--- src/design/mi_pkg.sv ---
`default_nettype none
package mi_pkg;

   typedef struct packed {
      logic load;
      logic setup;
      logic align;
      logic sub;
      logic set_r1;
      logic update;
      logic finish;
   } mi_cmd_type;

   typedef struct packed {
      logic m_zero;
      logic can_align;
      logic k_zero;
      logic r1_zero;
      logic step_limit;
   } mi_status_type;

endpackage
`default_nettype wire

--- src/design/mi_ctrl.sv ---
`default_nettype none
module mi_ctrl (
   input  wire logic                  clock,
   input  wire logic                  reset,
   input  wire logic                  start,
   input  wire mi_pkg::mi_status_type status,
   output      mi_pkg::mi_cmd_type    cmd,
   output      logic                  busy,
   output      logic                  done
);
   import mi_pkg::*;

   localparam logic [2:0] StIdle   = 3'd0;
   localparam logic [2:0] StRAlign = 3'd1;
   localparam logic [2:0] StRSub   = 3'd2;
   localparam logic [2:0] StRSet   = 3'd3;
   localparam logic [2:0] StLoop   = 3'd4;
   localparam logic [2:0] StAlign  = 3'd5;
   localparam logic [2:0] StSub    = 3'd6;
   localparam logic [2:0] StFinish = 3'd7;

   logic [2:0] state_ff, state_in;
   logic       done_ff, done_in;

   always_comb begin
      state_in = state_ff;
      cmd      = '0;
      unique case (state_ff)
         StIdle: begin
            if (start) begin
               cmd.load = 1'b1;
               state_in = StRAlign;
            end
         end
         StRAlign: begin
            priority if (status.m_zero) begin
               state_in = StFinish;
            end else if (status.can_align) begin
               cmd.align = 1'b1;
            end else begin
               state_in = StRSub;
            end
         end
         StRSub: begin
            cmd.sub = 1'b1;
            if (status.k_zero) state_in = StRSet;
         end
         StRSet: begin
            cmd.set_r1 = 1'b1;
            state_in   = StLoop;
         end
         StLoop: begin
            if (status.r1_zero || status.step_limit) begin
               state_in = StFinish;
            end else begin
               cmd.setup = 1'b1;
               state_in  = StAlign;
            end
         end
         StAlign: begin
            if (status.can_align) cmd.align = 1'b1;
            else state_in = StSub;
         end
         StSub: begin
            cmd.sub = 1'b1;
            if (status.k_zero) begin
               cmd.update = 1'b1;
               state_in   = StLoop;
            end
         end
         StFinish: begin
            cmd.finish = 1'b1;
            state_in   = StIdle;
         end
         default: state_in = StIdle;
      endcase
   end

   assign done_in = (state_ff == StFinish);

   always_ff @(posedge clock) begin
      if (reset) begin
         state_ff <= StIdle;
         done_ff  <= 1'b0;
      end else begin
         state_ff <= state_in;
         done_ff  <= done_in;
      end
   end

   assign busy = (state_ff != StIdle);
   assign done = done_ff;
endmodule
`default_nettype wire

--- src/design/mi_dp.sv ---
`default_nettype none
module mi_dp #(
   parameter int WIDTH = 32
) (
   input  wire logic                  clock,
   input  wire mi_pkg::mi_cmd_type    cmd,
   input  wire logic [WIDTH-1:0]      operand,
   input  wire logic [WIDTH-1:0]      modulus,
   output      mi_pkg::mi_status_type status,
   output      logic [WIDTH-1:0]      inverse,
   output      logic                  no_inverse
);
   import mi_pkg::*;

   localparam int KW = $clog2(WIDTH + 1);
   localparam int SW = $clog2(2 * WIDTH + 3);
   localparam logic [SW-1:0] StepLimit = SW'(2 * WIDTH + 2);

   logic [WIDTH-1:0] m_ff, m_in, r0_ff, r0_in, r1_ff, r1_in;
   logic [WIDTH-1:0] u0_ff, u0_in, u1_ff, u1_in;
   logic             neg0_ff, neg0_in, neg1_ff, neg1_in;
   logic [WIDTH-1:0] rem_ff, rem_in, acc_ff, acc_in;
   logic [WIDTH:0]   d_ff, d_in, e_ff, e_in;
   logic [KW-1:0]    k_ff, k_in;
   logic [SW-1:0]    step_ff, step_in;
   logic [WIDTH-1:0] inverse_ff, inverse_in;
   logic             none_ff, none_in;

   logic             ge;
   logic [WIDTH-1:0] diff;
   logic [WIDTH-1:0] u0_red, inv_val;

   assign ge      = (d_ff <= {1'b0, rem_ff});
   assign diff    = rem_ff - d_ff[WIDTH-1:0];
   assign u0_red  = (u0_ff == m_ff) ? '0 : u0_ff;
   assign inv_val = (neg0_ff && (u0_red != '0)) ? (m_ff - u0_red) : u0_red;

   always_comb begin
      m_in       = m_ff;
      r0_in      = r0_ff;
      r1_in      = r1_ff;
      u0_in      = u0_ff;
      u1_in      = u1_ff;
      neg0_in    = neg0_ff;
      neg1_in    = neg1_ff;
      rem_in     = rem_ff;
      acc_in     = acc_ff;
      d_in       = d_ff;
      e_in       = e_ff;
      k_in       = k_ff;
      step_in    = step_ff;
      inverse_in = inverse_ff;
      none_in    = none_ff;
      if (cmd.load) begin
         m_in    = modulus;
         r0_in   = modulus;
         u0_in   = '0;
         u1_in   = WIDTH'(1);
         neg0_in = 1'b0;
         neg1_in = 1'b0;
         rem_in  = operand;
         acc_in  = '0;
         d_in    = {1'b0, modulus};
         e_in    = '0;
         k_in    = '0;
         step_in = '0;
      end
      if (cmd.setup) begin
         rem_in = r0_ff;
         acc_in = u0_ff;
         d_in   = {1'b0, r1_ff};
         e_in   = {1'b0, u1_ff};
         k_in   = '0;
      end
      if (cmd.align) begin
         d_in = {d_ff[WIDTH-1:0], 1'b0};
         e_in = {e_ff[WIDTH-1:0], 1'b0};
         k_in = k_ff + KW'(1);
      end
      if (cmd.sub) begin
         if (ge) begin
            rem_in = diff;
            acc_in = acc_ff + e_ff[WIDTH-1:0];
         end
         if (k_ff != '0) begin
            d_in = d_ff >> 1;
            e_in = e_ff >> 1;
            k_in = k_ff - KW'(1);
         end
      end
      if (cmd.set_r1) begin
         r1_in = rem_ff;
      end
      if (cmd.update) begin
         r0_in   = r1_ff;
         r1_in   = ge ? diff : rem_ff;
         u0_in   = u1_ff;
         u1_in   = ge ? (acc_ff + e_ff[WIDTH-1:0]) : acc_ff;
         neg0_in = neg1_ff;
         neg1_in = ~neg1_ff;
         step_in = step_ff + SW'(1);
      end
      if (cmd.finish) begin
         if (r0_ff == WIDTH'(1)) begin
            inverse_in = inv_val;
            none_in    = 1'b0;
         end else begin
            inverse_in = '0;
            none_in    = 1'b1;
         end
      end
   end

   always_ff @(posedge clock) begin
      m_ff       <= m_in;
      r0_ff      <= r0_in;
      r1_ff      <= r1_in;
      u0_ff      <= u0_in;
      u1_ff      <= u1_in;
      neg0_ff    <= neg0_in;
      neg1_ff    <= neg1_in;
      rem_ff     <= rem_in;
      acc_ff     <= acc_in;
      d_ff       <= d_in;
      e_ff       <= e_in;
      k_ff       <= k_in;
      step_ff    <= step_in;
      inverse_ff <= inverse_in;
      none_ff    <= none_in;
   end

   assign status.m_zero     = (m_ff == '0);
   assign status.can_align  = ({d_ff, 1'b0} <= {2'b00, rem_ff});
   assign status.k_zero     = (k_ff == '0);
   assign status.r1_zero    = (r1_ff == '0);
   assign status.step_limit = (step_ff == StepLimit);

   assign inverse    = inverse_ff;
   assign no_inverse = none_ff;
endmodule
`default_nettype wire

--- src/design/modular_inverse_core.sv ---
// channel   handshake                 payload
// request   start & !busy             req_operand, req_modulus
// response  rsp_valid (one cycle)     rsp_inverse, rsp_no_inverse
//
// One transaction at a time; busy stays high from acceptance until the result.
// Each transaction loads, reduces the operand modulo the modulus, then runs Euclid steps;
// each quotient comes from the shift-subtract divider (align, then subtract). rsp_valid
// pulses the cycle busy falls; start may be taken in that same cycle. Synchronous reset
// returns to idle; no stalls.
`default_nettype none
module modular_inverse_core #(
   parameter int WIDTH = 32
) (
   input  wire logic             clock,
   input  wire logic             reset,
   input  wire logic             start,
   output      logic             busy,
   input  wire logic [WIDTH-1:0] req_operand,
   input  wire logic [WIDTH-1:0] req_modulus,
   output      logic             rsp_valid,
   output      logic [WIDTH-1:0] rsp_inverse,
   output      logic             rsp_no_inverse
);
   import mi_pkg::*;

   mi_cmd_type    cmd;
   mi_status_type status;

   mi_ctrl u_ctrl (
      .clock  (clock),
      .reset  (reset),
      .start  (start),
      .status (status),
      .cmd    (cmd),
      .busy   (busy),
      .done   (rsp_valid)
   );

   mi_dp #(.WIDTH(WIDTH)) u_dp (
      .clock      (clock),
      .cmd        (cmd),
      .operand    (req_operand),
      .modulus    (req_modulus),
      .status     (status),
      .inverse    (rsp_inverse),
      .no_inverse (rsp_no_inverse)
   );

   a_accept_busy: assert property (@(posedge clock) disable iff (reset)
      (start && !busy) |=> busy)
      else $error("busy not raised after accepted transaction");

   a_valid_idle: assert property (@(posedge clock) disable iff (reset)
      rsp_valid |-> (!busy && $past(busy)))
      else $error("result strobe outside end of transaction");

   a_none_zero: assert property (@(posedge clock) disable iff (reset)
      (rsp_valid && rsp_no_inverse) |-> (rsp_inverse == '0))
      else $error("nonzero inverse with no-inverse flag");
endmodule
`default_nettype wire

--- config.mk ---
export PLATFORM = sky130hd
export DESIGN_NAME = modular_inverse_core
export DESIGN_NICKNAME = d
export VERILOG_FILES = /design/src/design/mi_pkg.sv /design/src/design/mi_ctrl.sv /design/src/design/mi_dp.sv /design/src/design/modular_inverse_core.sv
export SDC_FILE = /design/constraint.sdc
export NUM_CORES = 1
export LEC_CHECK = 0
export BUFFER_PORTS_ARGS = -buffer_cell sky130_fd_sc_hd__buf_4
export CAP_MARGIN = 10
export CORE_ASPECT_RATIO = 0.8
export CORE_MARGIN = 2
export CORE_UTILIZATION = 55
export CTS_CLUSTER_DIAMETER = 80
export DETAILED_ROUTE_END_ITERATION = 12
export PLACE_DENSITY = 0.75
export SETUP_SLACK_MARGIN = 0.1
export SYNTH_ARGS = -nofsm -noshare
export SYNTH_HDL_FRONTEND = slang
export SYNTH_SLANG_ARGS = --single-unit
--- constraint.sdc ---
create_clock -name clock -period 4.6 [get_ports clock]
set_input_delay 0.92 -clock clock [delete_from_list [all_inputs] [get_ports clock]]
set_output_delay 0.92 -clock clock [all_outputs]
set_load 0.02 [all_outputs]
==> results of run 1 <==
==> placed cells by master, fill, tap and decap left out, types with 9 or more instances in the layout <==
cell type,n
o211ai_1,92
o221a_2,15
clkbuf_1,12
edfxtp_1,202
o221ai_1,18
or3_1,9
dfxtp_1,140
xnor2_1,83
a22o_1,11
o21ai_0,179
xor2_1,33
buf_4,189
nor2b_1,21
nor3_1,23
a21oi_1,153
nand2_1,440
clkbuf_16,41
nand2b_1,16
o21a_1,18
nand4_1,48
a21o_1,58
nor4_1,34
a31oi_1,46
o2111ai_1,21
nor2_1,151
and3_1,19
inv_1,96
ha_1,160
nand3_1,98
and2_1,41
a211oi_1,19
==> metrics by stage <==
step / total power, µW / utilization / instance area, µm²
after global placement: 15750 / 0.5980 / 23440
after CTS: 19460 / 0.6319 / 24770
after floorplan: 13040 / - / 21740
final: 19830 / 0.6334 / 24830
after global routing: 21080 / 0.6334 / 24830
after detailed placement: 16070 / 0.5980 / 23440
==> state kept, by name, indices dropped and copies added (netlist names), 6 cells and up <==
| register | cells |
|---|---|
| u_dp.d_ff | 33 |
| u_dp.e_ff | 33 |
| u_dp.acc_ff | 32 |
| u_dp.inverse | 32 |
| u_dp.m_ff | 32 |
| u_dp.r0_ff | 32 |
| u_dp.r1_ff | 32 |
| u_dp.rem_ff | 32 |
| u_dp.u0_ff | 32 |
| u_dp.u1_ff | 32 |
| u_dp.step_ff | 7 |
| u_dp.k_ff | 6 |
==> where the power goes <==
group | internal [µW] | switching (µW)
Combinational | 4330 | 6930
Sequential | 4390 | 869
Clock | 2010 | 1290
Total | 10700 | 9090
==> synthesized netlist by cell type (12+ instances only) <==
| cell type | instances |
|---|---|
| nand2b_1 | 17 |
| a31oi_1 | 46 |
| and2_1 | 41 |
| o221a_2 | 15 |
| o21a_1 | 18 |
| dfxtp_1 | 140 |
| edfxtp_1 | 202 |
| o211ai_1 | 92 |
| and3_1 | 21 |
| nor2_1 | 152 |
| xor2_1 | 33 |
| nor3_1 | 24 |
| nand3_1 | 99 |
| a21oi_1 | 154 |
| nand4_1 | 48 |
| o2111ai_1 | 21 |
| ha_1 | 160 |
| a211oi_1 | 19 |
| nand2_1 | 444 |
| xnor2_1 | 83 |
| a21o_1 | 59 |
| clkbuf_1 | 128 |
| nor2b_1 | 21 |
| buf_2 | 12 |
| o21ai_0 | 179 |
| inv_1 | 96 |
| o221ai_1 | 18 |
| nor4_1 | 36 |
==> metal layers <==
| layer | vias up | track usage | part of all wire |
|---|---|---|---|
| met2 | 1249 | 0.5033 | 0.42 |
| met1 | 9721 | 0.5098 | 0.42 |
| li1 | 9280 | - | - |
| met5 | - | 0 | 0.00018 |
| met3 | 151 | 0.06602 | 0.12 |
| met4 | 2 | 0.1082 | 0.032 |
==> cell families (layout without fill, tap and decap cells) <==
kind of cell    after synthesis  after routing  synth area share
compound gates              695            695            0.2066
xor+xnor                    116            116           0.04674
fa+ha+maj                   163            163           0.09486
buf+inv                     249            365           0.04438
flops                       342            342            0.4080
mux                           7              7          0.003511
simple gates                936            936            0.1959
==> timing repair <==
item / CTS / global route
endpoints found under the hold margin: 0 / 0
pin swaps: 1 / 3
gates resized for setup: 1 / 11
cloned: 0 / 0
endpoints found under the setup margin: 3 / 8
hold buffers: 0 / 0
==> worst min-delay path by stage <==
stage                                      from                    end  slack (ns)  cells past startpoint
after floorplan           u_dp.e_ff[32]$_DFF_P_  u_dp.e_ff[32]$_DFF_P_        0.45                      2
after global placement    u_dp.e_ff[32]$_DFF_P_  u_dp.e_ff[32]$_DFF_P_        0.46                      2
after detailed placement  u_dp.e_ff[32]$_DFF_P_  u_dp.e_ff[32]$_DFF_P_        0.48                      2
after CTS                  u_dp.k_ff[5]$_DFF_P_   u_dp.k_ff[5]$_DFF_P_        0.50                      1
after global routing      u_dp.e_ff[32]$_DFF_P_  u_dp.e_ff[32]$_DFF_P_        0.52                      2
final                      u_dp.k_ff[5]$_DFF_P_   u_dp.k_ff[5]$_DFF_P_        0.50                      1
==> layout make-up <==
cell class | instances | share of cell area
Clock inverter | 14 | 0.008718
Multi-Input combinational cell | 1917 | 0.4843
Timing Repair Buffer | 196 | 0.06279
Clock buffer | 56 | 0.04480
Tap cell | 536 | 0.02701
Sequential cell | 342 | 0.3572
Inverter | 99 | 0.01517
==> flow_summary.toml, run 1 <==
[yosys]
syn_inst = 2508
synth_largest_type_area_fraction = 0.2791
syn_area_um2 = 21740
yosysTopAreaCell = "edfxtp_1"
syn_area_per_cell_um2 = 8.667
synth_cell_types = 75
synth_nets = 2738
ys_seq_area_frac = 0.4080
synth.area.top_cells = "edfxtp_1 (28%), dfxtp_1 (13%), ha_1 (9.2%)"
yosysWarnings = 0
synthArstFlopShare = 0
synth_flop_cell = "edfxtp_1"
synth_seq_cells = 342
synth_edf_count = 202

[layout]
fin_nets = 2824
multi_input_area_um2 = 12020
layoutNonFillerInstCount = 3160
drive_above_1_share = 0.1139
diodes = 0
fillers = 3267
area_delta_synth_final_pct = 14.22
regArea_um2 = 8869

[clock_network]
htreeDepth = 2
clkSinkCount = 342
clock_latency_ns = 0.55
postCtsSetupRepairBufs = 0
path_clk_slew_ns = 0.06
root_buffer = "clkbuf_16"
cts_tree = "done"
cts_buffer_depth = 3
cts_made_buffers = 38

[worst_setup_path]
reg2reg_slack_ns = 0.35
cp-end-kind = "flip-flop"
path_class = "reg -> reg"
worstPathCellList = "xnor2_1 -> nand4_1 -> nor4_4 -> nand2_2 -> buf_12 -> nand2_1 -> ha_1 -> and3_1 -> and2_1 -> a221oi_2 -> o41ai_2 -> a2111oi_2 -> nor3_2 -> buf_4 -> a21oi_1 -> o21ai_0 -> nor2b_1 -> a22o_1"
crit_end = "u_dp.inverse[28]$_SDFFCE_PP0P_"
required_ns = 4.91
crit_fanout = 27
cp-startpoint = "u_dp.m_ff[21]$_DFFE_PP_"
r2r-start = "u_dp.m_ff[21]$_DFFE_PP_"
timing.rr.end = "u_dp.inverse[28]$_SDFFCE_PP0P_"
arrival_ns = 4.57
startpoint_type = "flip-flop"
cp_num_buf_inv = 2
critPathTopFamily = "simple AND/OR/NAND/NOR gates"
slowest_delay_ns = 0.44
cp.depth = 18
reg2regPathDepth = 18
cp_slowest_cell = "edfxtp_1"

[place]
io_buffers = 101
dpl.cell_count = 3090
hpwl_um = 51740
post-place-ws_ns = 0.08349
place.gp.congestion = 0.9940

[grt]
grt_overflow = 0
grt_pass1_vias = 18670
grt_max_degree = 74
antenna_found_initial = 1
grt_use_total = 0.3436
grt_pass1_wl_um = 109400

[floorplanning]
io_pins = 102
die_x_um = 226.3
rows = 65
initial_core_util = 0.5545
die_h_um = 181.8
core_um2 = 39200
die-area_um2 = 41140

[timing]
fmax_ghz = 0.2350
period_share = 0.9250
whs_ns = 0.4969
post-route-min-period_ns = 4.255
slew_violations = 0
tightestPinTransition_ns = 0.9474
slew_headroom = 0.3684
setup-violations-final = 0
fin_ws_ns = 0.3450
hold_viol_final = 0
finalSetupTns_ns = 0
rsz0062_at_grt = "false"
clock_skew_ns = 0.01681

[pwr]
peakVddDrop_mv = 0.4205
leakage_uw = 0.01018
p_per_area_nw_per_um2 = 798.6

[drt]
postRouteAntennaNets = 0
viasPerCell = 6.457
post_drt_wl_per_cell_um = 22.78
first_pass_iters = 6
drt-initial-drc-count = 2945
route.detailed.drc = 0
vias = 20400
wl_um = 71980

[outcome]
status = "completed"

[worst_hold_path]
min_path_type = "reg -> reg"

[job]
drv_cap = 0
(Power assumes the default switching activity.)
==> run 2: changes to the inputs <==
--- a/config.mk
+++ b/config.mk
@@ -16,4 +16,5 @@
 export SETUP_SLACK_MARGIN = 0.1
 export SYNTH_ARGS = -nofsm -noshare
 export SYNTH_HDL_FRONTEND = slang
+export SYNTH_HIERARCHICAL = 1
 export SYNTH_SLANG_ARGS = --single-unit
==> run 2 against run 1 <==
Against the previous run: design area increased by 0.13%; global-route usage shrank 1.3 points; sequential power increased by 3%; non-clock buffer count is 31 lower; critical path type unchanged.
==> flow_summary.toml, run 2 <==
[outcome]
status = "completed"

[grt]
grt.busiest_layer = "met1"
grt_pass1_wl_um = 106400
grt_pass1_vias = 18330
grt_overflow = 0
met2_usage = 0.4745
grt_use_total = 0.3306
antenna_found_initial = 6
grt_max_degree = 96
grtUsageMet1 = 0.4853
grtUsageMet3 = 0.07664

[yosys]
yosysTopAreaCell = "edfxtp_1"
synth.area.top_cells = "edfxtp_1 (28%), dfxtp_1 (13%), ha_1 (9.2%)"
synth_edf_count = 202
synth_seq_cells = 342
syn_area_um2 = 21950
synth_nets = 2647
synth_flop_cell = "edfxtp_1"
ys_seq_area_frac = 0.4039
synth_common_cells = "nor2_1 (285), a21oi_1 (248), nand2_1 (210)"
yosysWarnings = 6
synth_cell_types = 75
syn_inst = 2416
syn_area_per_cell_um2 = 9.087
yosysMostFrequentCell = "nor2_1"
synthArstFlopShare = 0
synth_largest_type_area_fraction = 0.2763

[drt]
first_pass_iters = 8
postRouteAntennaNets = 0
route.detailed.drc = 0
post_drt_wl_per_cell_um = 22.67
vias = 19740
viasPerCell = 6.450
wl_um = 69380
drt-initial-drc-count = 2490

[timing]
finalSetupTns_ns = 0
period_share = 0.9471
slew_violations = 0
fin_ws_ns = 0.2433
hold_viol_final = 0
rsz0062_at_grt = "false"
tightestPinTransition_ns = 1.124
post-route-min-period_ns = 4.357
whs_ns = 0.4762
setup-violations-final = 0
fmax_ghz = 0.2295
clock_skew_ns = 0.01591
slew_headroom = 0.2507

[layout]
reg_top3 = "u_dp/d_ff: 33 flops, u_dp/e_ff: 33 flops"
drive_above_1_share = 0.1213
area_delta_synth_final_pct = 13.23
fin_nets = 2723
mostFrequentLayoutCells = "nor2_1 (282), a21oi_1 (247), nand2_1 (207)"
mostFrequentLayoutCell = "nor2_1"
stdcell_area_um2 = 24860

[place]
place.gp.congestion = 1.042
dpl-instance-area_um2 = 23510
io_buffers = 101
hpwl_um = 50590
post-place-ws_ns = 0.1388

[pwr]
p_per_area_nw_per_um2 = 778.0
peakVddDrop_mv = 0.3493
leakage_uw = 0.01004

[clock_network]
clock_latency_ns = 0.55
cts_made_buffers = 38
clkSinkCount = 342
root_buffer = "clkbuf_16"
cts_tree = "done"
htreeDepth = 2
path_clk_slew_ns = 0.06
postCtsHoldBufs = 0
cts_buffer_depth = 3

[floorplanning]
die_h_um = 182.7
rows = 65
initial_core_util = 0.5578
die-area_um2 = 41540
core_um2 = 39360
io_pins = 102
die_x_um = 227.4

[worst_setup_path]
cp-end-kind = "flip-flop"
required_ns = 4.90
arrival_ns = 4.66
path_class = "reg -> reg"
startpoint_type = "flip-flop"
crit_fanout = 29

[worst_hold_path]
min_path_type = "reg -> reg"

[job]
drv_cap = 0
==> run 2: changes by cell type in the layout (fill, tap and decap cells not counted), sizes merged, moves of 20 or more <==
cell     previous run  this run
mux2i               5        81
a221oi              5        42
nor2              152       286
mux2                2        52
nand2             444       210
buf               196       165
a31oi              46        15
o211ai             92         7
a21oi             154       249
a211oi             19        42
nand3              99        23
o2111ai            21         1
==> run 2: critical path, stage by stage, from the launching register on <==
cell and delay [ns]:
edfxtp_1 0.50, xnor2_1 0.18, nand4_1 0.21, nor4_4 0.40
nand2_2 0.16, buf_6 0.23, nand2_1 0.14, ha_1 0.29
o21a_1 0.16, o211ai_1 0.21, a21oi_1 0.10, o21a_1 0.25
o211a_1 0.26, or4_1 0.48, a31oi_1 0.23, xnor2_1 0.09
a22o_1 0.21
==> run 2: timing repair <==
| item | CTS | global route |
|---|---|---|
| setup buffers | 0 | 0 |
| resized for setup | 0 | 8 |
| setup endpoints to repair | 0 | 14 |
==> run 2: final cells by class <==
type                    instances  area [µm²]
well taps                     536       670.6
inverters                      91       341.6
repair buffers                165        1318
multi-input cells            1854       12350
clock buffers                  48        1072
fillers                      3268       14500
flip-flops and latches        342        8869
clock inverters                22       232.7
diodes                          3       7.507
==> run 2: per-stage QoR <==
| stage | util | total power (µW) | instances |
|---|---|---|---|
| detailed placement | 0.5971 | 15680 | 2988 |
| floorplan | - | 12710 | 2416 |
| global route | 0.6314 | 20560 | 3059 |
| finish | 0.6316 | 19340 | 3061 |
| CTS | 0.6303 | 18970 | 3058 |
| global placement | 0.5971 | 15340 | 2988 |
==> run 2: final timing paths <==
kind,end,start,slack (ns),cells past startpoint
setup / recovery,u_dp/inverse[28]$_SDFFCE_PP0P_,u_dp/m_ff[12]$_DFFE_PP_,0.24,16
hold / removal,u_dp/e_ff[31]$_DFF_P_,u_dp/e_ff[32]$_DFF_P_,0.48,2
setup reg to reg,u_dp/inverse[28]$_SDFFCE_PP0P_,u_dp/m_ff[12]$_DFFE_PP_,0.24,16
hold reg to reg,u_dp/e_ff[31]$_DFF_P_,u_dp/e_ff[32]$_DFF_P_,0.48,2
==> run 2: cells by family (layout without fill, tap and decap cells) <==
logic type	after synthesis	after routing	synth area share
compound gates	689	689	0.1946
buf+inv	220	326	0.03813
fa+ha+maj	164	164	0.09449
flops	342	342	0.4039
other cells	0	3	0
mux	133	133	0.06360
xor+xnor	127	127	0.05066
simple gates	741	741	0.1546
==> run 2: power breakdown <==
part	switching, µW	leakage, µW	internal, µW	total (µW)
Sequential	1040	0.00301	4380	5420
Clock	1290	0.000637	1930	3230
Combinational	6560	0.00639	4140	10700
Total	8890	0.0100	10500	19300
==> run 2: routing by layer <==
metal / vias to the layer above / part of all wire
li1: 8977 / -
met1: 9379 / 0.43
met2: 1231 / 0.41
met3: 155 / 0.12
met4: 2 / 0.035
met5: - / 0.00023
